$ cat src/rbp_pkg.sv
// Shared types, constants and helpers for the range bitmap block.
`default_nettype none
package rbp_pkg;

  localparam int POS_W     = 12;
  localparam int CNT_W     = 13;
  localparam int LEN_W     = 13;
  localparam int BYTE_BITS = 8;
  localparam int DATA_W    = 32;
  localparam int APB_AW    = 3;
  localparam int QDEPTH    = 2;
  localparam int QPTR_W    = 1;
  localparam int QCNT_W    = 2;

  localparam logic [LEN_W-1:0] LEN_RESET = 13'd4096;

  typedef enum logic {
    REG_VECTOR_LENGTH = 1'b0,
    REG_UNUSED        = 1'b1
  } reg_idx_t;

  typedef struct packed {
    logic             do_write;
    logic             fill;
    logic [POS_W-1:0] first;
    logic [POS_W-1:0] last;
    logic             clipped;
  } cmd_t;

  typedef enum logic [1:0] {
    BK_CLEAR,
    BK_IDLE,
    BK_SWEEP
  } back_state_t;

  function automatic logic [3:0] pop8(input logic [BYTE_BITS-1:0] v);
    logic [3:0] n;
    n = 4'd0;
    for (int i = 0; i < BYTE_BITS; i++) begin
      n = n + {3'd0, v[i]};
    end
    return n;
  endfunction

endpackage
`default_nettype wire

$ cat src/rbp_front.sv
// Front end: takes input items, classifies the range and queues commands.
`default_nettype none
module rbp_front #(
  parameter int MAX_BITS = 4096
) (
  input  wire logic                      clk,
  input  wire logic                      rst_n,
  input  wire logic                      in_valid,
  output logic                           in_stall,
  input  wire logic [rbp_pkg::POS_W-1:0] in_range_start,
  input  wire logic [rbp_pkg::POS_W-1:0] in_range_end,
  input  wire logic                      in_fill_value,
  input  wire logic [((($clog2((MAX_BITS+7)/8) > 0) ? $clog2((MAX_BITS+7)/8) : 1) + 4 > 13
                     ? (($clog2((MAX_BITS+7)/8) > 0) ? $clog2((MAX_BITS+7)/8) : 1) + 4
                     : 13)-1:0]          eff_len,
  input  wire logic                      clr_busy,
  output logic                           q_valid,
  output rbp_pkg::cmd_t                  q_cmd,
  input  wire logic                      q_pop
);
  import rbp_pkg::*;

  localparam int STORE_BYTES = (MAX_BITS + 7) / 8;
  localparam int AW = ($clog2(STORE_BYTES) > 0) ? $clog2(STORE_BYTES) : 1;
  localparam int LW = (AW + 4 > 13) ? AW + 4 : 13;

  cmd_t              q_r [QDEPTH];
  logic [QPTR_W-1:0] wr_ptr_r, wr_ptr_nxt;
  logic [QPTR_W-1:0] rd_ptr_r, rd_ptr_nxt;
  logic [QCNT_W-1:0] cnt_r, cnt_nxt;
  cmd_t              cmd;
  logic              push;
  logic              nonempty;

  always_comb begin
    nonempty     = (in_range_start <= in_range_end);
    cmd.fill     = in_fill_value;
    cmd.first    = in_range_start;
    cmd.clipped  = nonempty && (LW'(in_range_end) >= eff_len);
    cmd.do_write = nonempty && (eff_len != '0) && (LW'(in_range_start) < eff_len);
    cmd.last     = cmd.clipped ? POS_W'(eff_len - LW'(1)) : in_range_end;
  end

  assign in_stall = clr_busy || (cnt_r == QCNT_W'(QDEPTH));
  assign push     = in_valid && !in_stall;
  assign q_valid  = (cnt_r != '0);
  assign q_cmd    = q_r[rd_ptr_r];

  always_comb begin
    wr_ptr_nxt = push  ? wr_ptr_r + QPTR_W'(1) : wr_ptr_r;
    rd_ptr_nxt = q_pop ? rd_ptr_r + QPTR_W'(1) : rd_ptr_r;
    cnt_nxt    = cnt_r + QCNT_W'(push) - QCNT_W'(q_pop);
  end

  always_ff @(posedge clk) begin
    if (!rst_n) begin
      wr_ptr_r <= '0;
      rd_ptr_r <= '0;
      cnt_r    <= '0;
    end else begin
      wr_ptr_r <= wr_ptr_nxt;
      rd_ptr_r <= rd_ptr_nxt;
      cnt_r    <= cnt_nxt;
    end
  end

  always_ff @(posedge clk) begin
    if (push) begin
      q_r[wr_ptr_r] <= cmd;
    end
  end

endmodule
`default_nettype wire

$ cat config.mk
export PLATFORM = sky130hd
export DESIGN_NAME = rbp_front
export DESIGN_NICKNAME = d
export VERILOG_FILES = /design/src/rbp_pkg.sv /design/src/rbp_front.sv
export SDC_FILE = /design/constraint.sdc
export NUM_CORES = 1
export LEC_CHECK = 0
export BUFFER_PORTS_ARGS = -buffer_cell sky130_fd_sc_hd__buf_2
export CAP_MARGIN = 20
export CORE_MARGIN = 1
export CORE_UTILIZATION = 30
export CTS_BUF_LIST = sky130_fd_sc_hd__clkbuf_4 sky130_fd_sc_hd__clkbuf_8
export CTS_CLUSTER_DIAMETER = 100
export DETAILED_ROUTE_END_ITERATION = 8
export MAX_ROUTING_LAYER = met4
export PLACE_DENSITY = 0.57
export SKIP_CTS_REPAIR_TIMING = 1
export SYNTH_ARGS = -nofsm -noshare
export SYNTH_HDL_FRONTEND = slang
export SYNTH_SLANG_ARGS = --single-unit
$ cat constraint.sdc
create_clock -name clk -period 2.8 [get_ports clk]
set_clock_uncertainty 0.05 [all_clocks]
set_input_delay 0.14 -clock clk [delete_from_list [all_inputs] [get_ports clk]]
set_output_delay 0.14 -clock clk [all_outputs]
set_load 0.02 [all_outputs]
# [Word level (Yosys, flattened, before mapping)]
# Memory sizes are Yosys's and may differ from the RTL's. A register that Yosys moved wholly into a read port is not among the register bits.
# Cells that the tools add are included.
[classes] n_addsub=5 eq_ne=1 magnitude_cmp=3 n_reduce_logical=8 n_mux=5
[op_table] operator=">= comparator 12 x 13 -> 1 bit" n=1
[op_table] operator="< comparator 12 x 13 -> 1 bit" n=1
[op_table] operator="nonzero test 13 bit" n=1
[op_table] operator="less-or-equal comparator 12 bit" n=1
[op_table] operator="two-way mux 12 bit" n=1
[op_table] operator="subtractor 12 x 1 -> 12 bit (second input constant)" n=1
[op_table] operator="logical AND 1 bit" n=4
[op_table] operator="two-way mux 1 bit" n=4
[op_table] operator="adder 1 bit (second input constant)" n=2
[op_table] operator="adder 2 x 1 -> 2 bit" n=1
[op_table] operator="== test 2 bit (second input constant)" n=1
[op_table] operator="nonzero test 2 bit" n=1
[op_table] operator="subtractor 2 x 1 -> 2 bit" n=1
[op_table] operator="zero test 1 bit" n=1
[op_table] operator="logical OR 1 bit" n=1
[totals] mem_count=1 out_inout_bits=29 reg_bits=4 mem_bits_rw=54 word_cells=26
[mem_list] memory="q_r" depth=2 word_bits=27 read_ports=1 rd_ports_with_merged_regs=1 wr=1 line="rbp_front.sv:27" rtl="cmd_t q_r [QDEPTH];"

# [Logic depth before layout (Yosys ltp)]
[depth] word_depth=6 depth_mapped=9 depth_no_buf=9

# [Worst setup path after synthesis]
# OpenSTA, ideal clock, no wires.
[synth_timing] path_kind="reg-to-reg" start="reg cnt_r[0]" end="mem q_r[0][0] in the netlist's numbering (enable)" arrival_ns=1.836 required_time_ns=2.338 synth_period_minus_slack_ns=2.298 slack_ns=0.502 path_stages_with_launch=5 setup_time_ns=0.412 cell_sequence="dfxtp_1 inv_1 a21oi_1 nand2_1 nor2_1"
[synth_between] elab_chain_cells=6
[synth_rtl] element="start: declaration" line="rbp_front.sv:30" rtl="logic [QCNT_W-1:0] cnt_r, cnt_nxt;"
[synth_rtl] element="start signal: assignment" line="rbp_front.sv:63" rtl="cnt_r <= cnt_nxt;"
[synth_rtl] element="== test 2 bit" line="rbp_front.sv:44" rtl="assign in_stall = clr_busy || (cnt_r == QCNT_W'(QDEPTH));"
[synth_rtl] element="logical OR 1 bit" line="rbp_front.sv:44"
[synth_rtl] element="zero test 1 bit" line="rbp_front.sv:45" rtl="assign push = in_valid && !in_stall;"
[synth_rtl] element="logical AND 1 bit" line="rbp_front.sv:45"
[synth_rtl] element="two-way mux 1 bit" line="rbp_front.sv:68" rtl="if (push) begin"
[synth_rtl] element="two-way mux 1 bit (implied by the code)" line="rbp_front.sv:69" rtl="q_r[wr_ptr_r] <= cmd;"
[synth_rtl] element="end: declaration" line="rbp_front.sv:27"
# Every way passes these cells.

==> results.txt <==
drt drc - 0
synthesized area - 0.003321 mm2
P&R area growth vs syn - 26.11%
Startpoint Class - input pin
Post-Route Setup TNS - 0 ns
Initial Utilization - 30.77%
die area - 0.01149 mm2
H-tree levels - 3
Final Max Slew Viols - 0
Fillers - 1080
Tcrit/Tclk final - 86.51%
ant diodes - 0
DR pass1 iterations - 4
Clock Path Buffers - 2
Seq cells post-synth - 59
Core ar. - 0.01079 mm2
fin worst setup slack - 0.3778 ns
reg2reg start - cnt_r[0]$_SDFF_PN0_
CP Max Fanout - 7
DR vias - 2310
via/cell ratio - 4.657
Die Y - 107.2 um
gr usage total - 14.21%
actual slew at the worst max-slew pin - 0.5456 ns
Cells after Synth - 256
Achievable Freq - 0.4129 GHz
final core utilization - 38.80%
first-pass GRT wire length - 11.53 mm
Yosys top cell area share - 48.83%
Port-buffer cells - 71
Leak - 1.732 nW
width of the die - 107.2 um
Reg2Reg Depth - 9
max cap viols - 0
drt wl/cell - 15.16 um
most common cell after layout, fill and taps aside - buf_2
# clock sinks - 59
Synth cell types - 34
Final nets - 433
PwrDens - 550.8 mW/mm2
root buffer cell - clkbuf_8
r2r endpoint - cnt_r[1]$_SDFF_PN0_
Total Wirelength - 7.517 mm
Skew-Pair Late Insertion Delay - 0.34 ns
Post-synth EDFFs - 54
Hold Vio Cnt, Final - 0
Synth Area per Inst - 12.97 um2
Reg clk slew, reported paths - 0.07 ns
total gr overflow - 0
Setup CP Type - in -> reg
DP HPWL - 5.704 mm
CP Data Required Time - 2.92 ns
Hold Path Depth - 1
Final min period - 2.422 ns
HP Class - in -> reg
synthesized netlist net count - 338
post-synth top area cell - edfxtp_1
largest net degree at the start of global routing - 29
endpoints failing setup - 0
sequential area share after synthesis - 51.85%
fin cells - 496
hold path endpoint - q_r[1][19]$_DFFE_PP_
Slew headroom - 63.29%
CTS Buf Count - 9
Ys Warns - 0
crit path DAT - 2.54 ns
commonest cells after routing, fill and taps aside - 71 x buf_2, 54 x edfxtp_1, 39 x ha_1, 28 x inv_1, 28 x mux2_2
placed cell count - 468
Top Ports - 72
vias in the first global route - 2257
flop-to-flop setup slack - 1.00 ns
initial antenna violation count - 0
Hold Path Origin - in_range_start[6]
share of cells above drive strength 1 - 34.83%
Iteration-0 DRC Markers - 83
DP Worst Slack - 0.4330 ns
RSZ-0062 raised after global routing - no
CTS tree - yes
Synth Flop Type - edfxtp_1
Critical Path Sink Type - flip-flop
async set-reset flop share out of synthesis - 0%
gpl congestion - 0.8432
dominant cells by area after synthesis - edfxtp_1 49%, ha_1 15%, mux2_2 9.5%, mux2i_1 3.3%, inv_1 3.2%
Final ANT Viol Nets - 0
status - completed
num rows - 38
worst vdd ir - 0.3037 mV
-- routing by layer --
layer / global-route usage (%) / wire length [um] / vias up
li1: - / - / 1138
met1: 15.94 / 3280 / 1116
met2: 24.33 / 3831 / 48
met3: 3.647 / 282 / 8
met4: 5.284 / 123 / 0
met5: - / 0 / -
-- area by class of cell --
| class | count | area, um2 | share of cell area, % |
|---|---|---|---|
| inverters | 28 | 105.1 | 2.510 |
| repair buffers | 88 | 513.0 | 12.25 |
| flip-flops and latches | 59 | 1722 | 41.11 |
| clock buffers | 10 | 137.6 | 3.287 |
| well taps | 140 | 175.2 | 4.183 |
| multi-input cells | 165 | 1470 | 35.11 |
| clock inverters | 6 | 65.06 | 1.554 |
-- power by group --
part	internal, W	total, W	switching [W]
sequential	0.00103	0.00104	0.0000151
clock	0.000433	0.000784	0.000352
combinational	0.000207	0.000480	0.000273
total	0.00167	0.00231	0.000640
-- worst max-delay path: stages --
cell and delay [ns]:
dlygate4sd3_1 0.54, buf_2 0.16, ha_1 0.31, a21oi_1 0.16, o21ai_0 0.15, nand2b_1 0.11, a31oi_1 0.18, a211oi_4 0.29
buf_4 0.25, mux2i_1 0.26
-- Yosys cell counts (all sizes together) (2+ instances only) --
| library cell | n |
|---|---|
| edfxtp | 54 |
| nand3 | 5 |
| clkbuf | 3 |
| nand2 | 7 |
| a211oi | 3 |
| a21oi | 11 |
| and2 | 5 |
| dfxtp | 5 |
| o21ai | 3 |
| a31oi | 2 |
| mux2i | 11 |
| nor4 | 3 |
| o211ai | 2 |
| and3 | 2 |
| ha | 39 |
| nor2b | 2 |
| xnor2 | 12 |
| a211o | 3 |
| nor3 | 4 |
| nor2 | 6 |
| or2 | 2 |
| a21o | 4 |
| nand4 | 5 |
| mux2 | 28 |
| inv | 28 |
-- worst max path at each step --
stage               cells after the start  slack (ns)                 from             endpoint
floorplan                               4        0.50  cnt_r[0]$_SDFF_PN0_  q_r[0][0]$_DFFE_PP_
global placement                       10        0.54           eff_len[3]  q_r[0][9]$_DFFE_PP_
global route                           10        0.31    in_range_start[5]  q_r[0][2]$_DFFE_PP_
finish                                 10        0.38    in_range_start[5]  q_r[0][4]$_DFFE_PP_
CTS                                    10        0.80           eff_len[3]  q_r[1][4]$_DFFE_PP_
detailed placement                     10        0.43           eff_len[3]  q_r[1][4]$_DFFE_PP_
-- logic make-up after synthesis --
| logic type | synth area share (%) |
|---|---|
| muxes | 12.81 |
| AOI/OAI and AO/OA | 6.443 |
| adders and majority gates | 14.69 |
| DFF | 51.85 |
| and+or+nand+nor | 6.820 |
| xor gates and xnor gates | 3.429 |
| buffers and inverters | 3.956 |
-- flip-flops by register name, indices dropped and copies added (netlist names), named ones only --
name / count
rd_ptr_r: 1
wr_ptr_r: 1
q_r: 54
cnt_r: 2
-- through the flow --
stage / instance area, um2 / hold WS, ns / power (W)
detailed placement: 3865 / 0.2849 / 0.001537
floorplan: 3321 / 0.1889 / 0.001369
CTS: 4068 / -0.07709 / 0.002326
finish: 4188 / 0.007195 / 0.002307
global placement: 3865 / 0.2813 / 0.001526
global route: 4188 / 0.004562 / 0.002420
No activity file was read; power rests on OpenSTA's default activity.
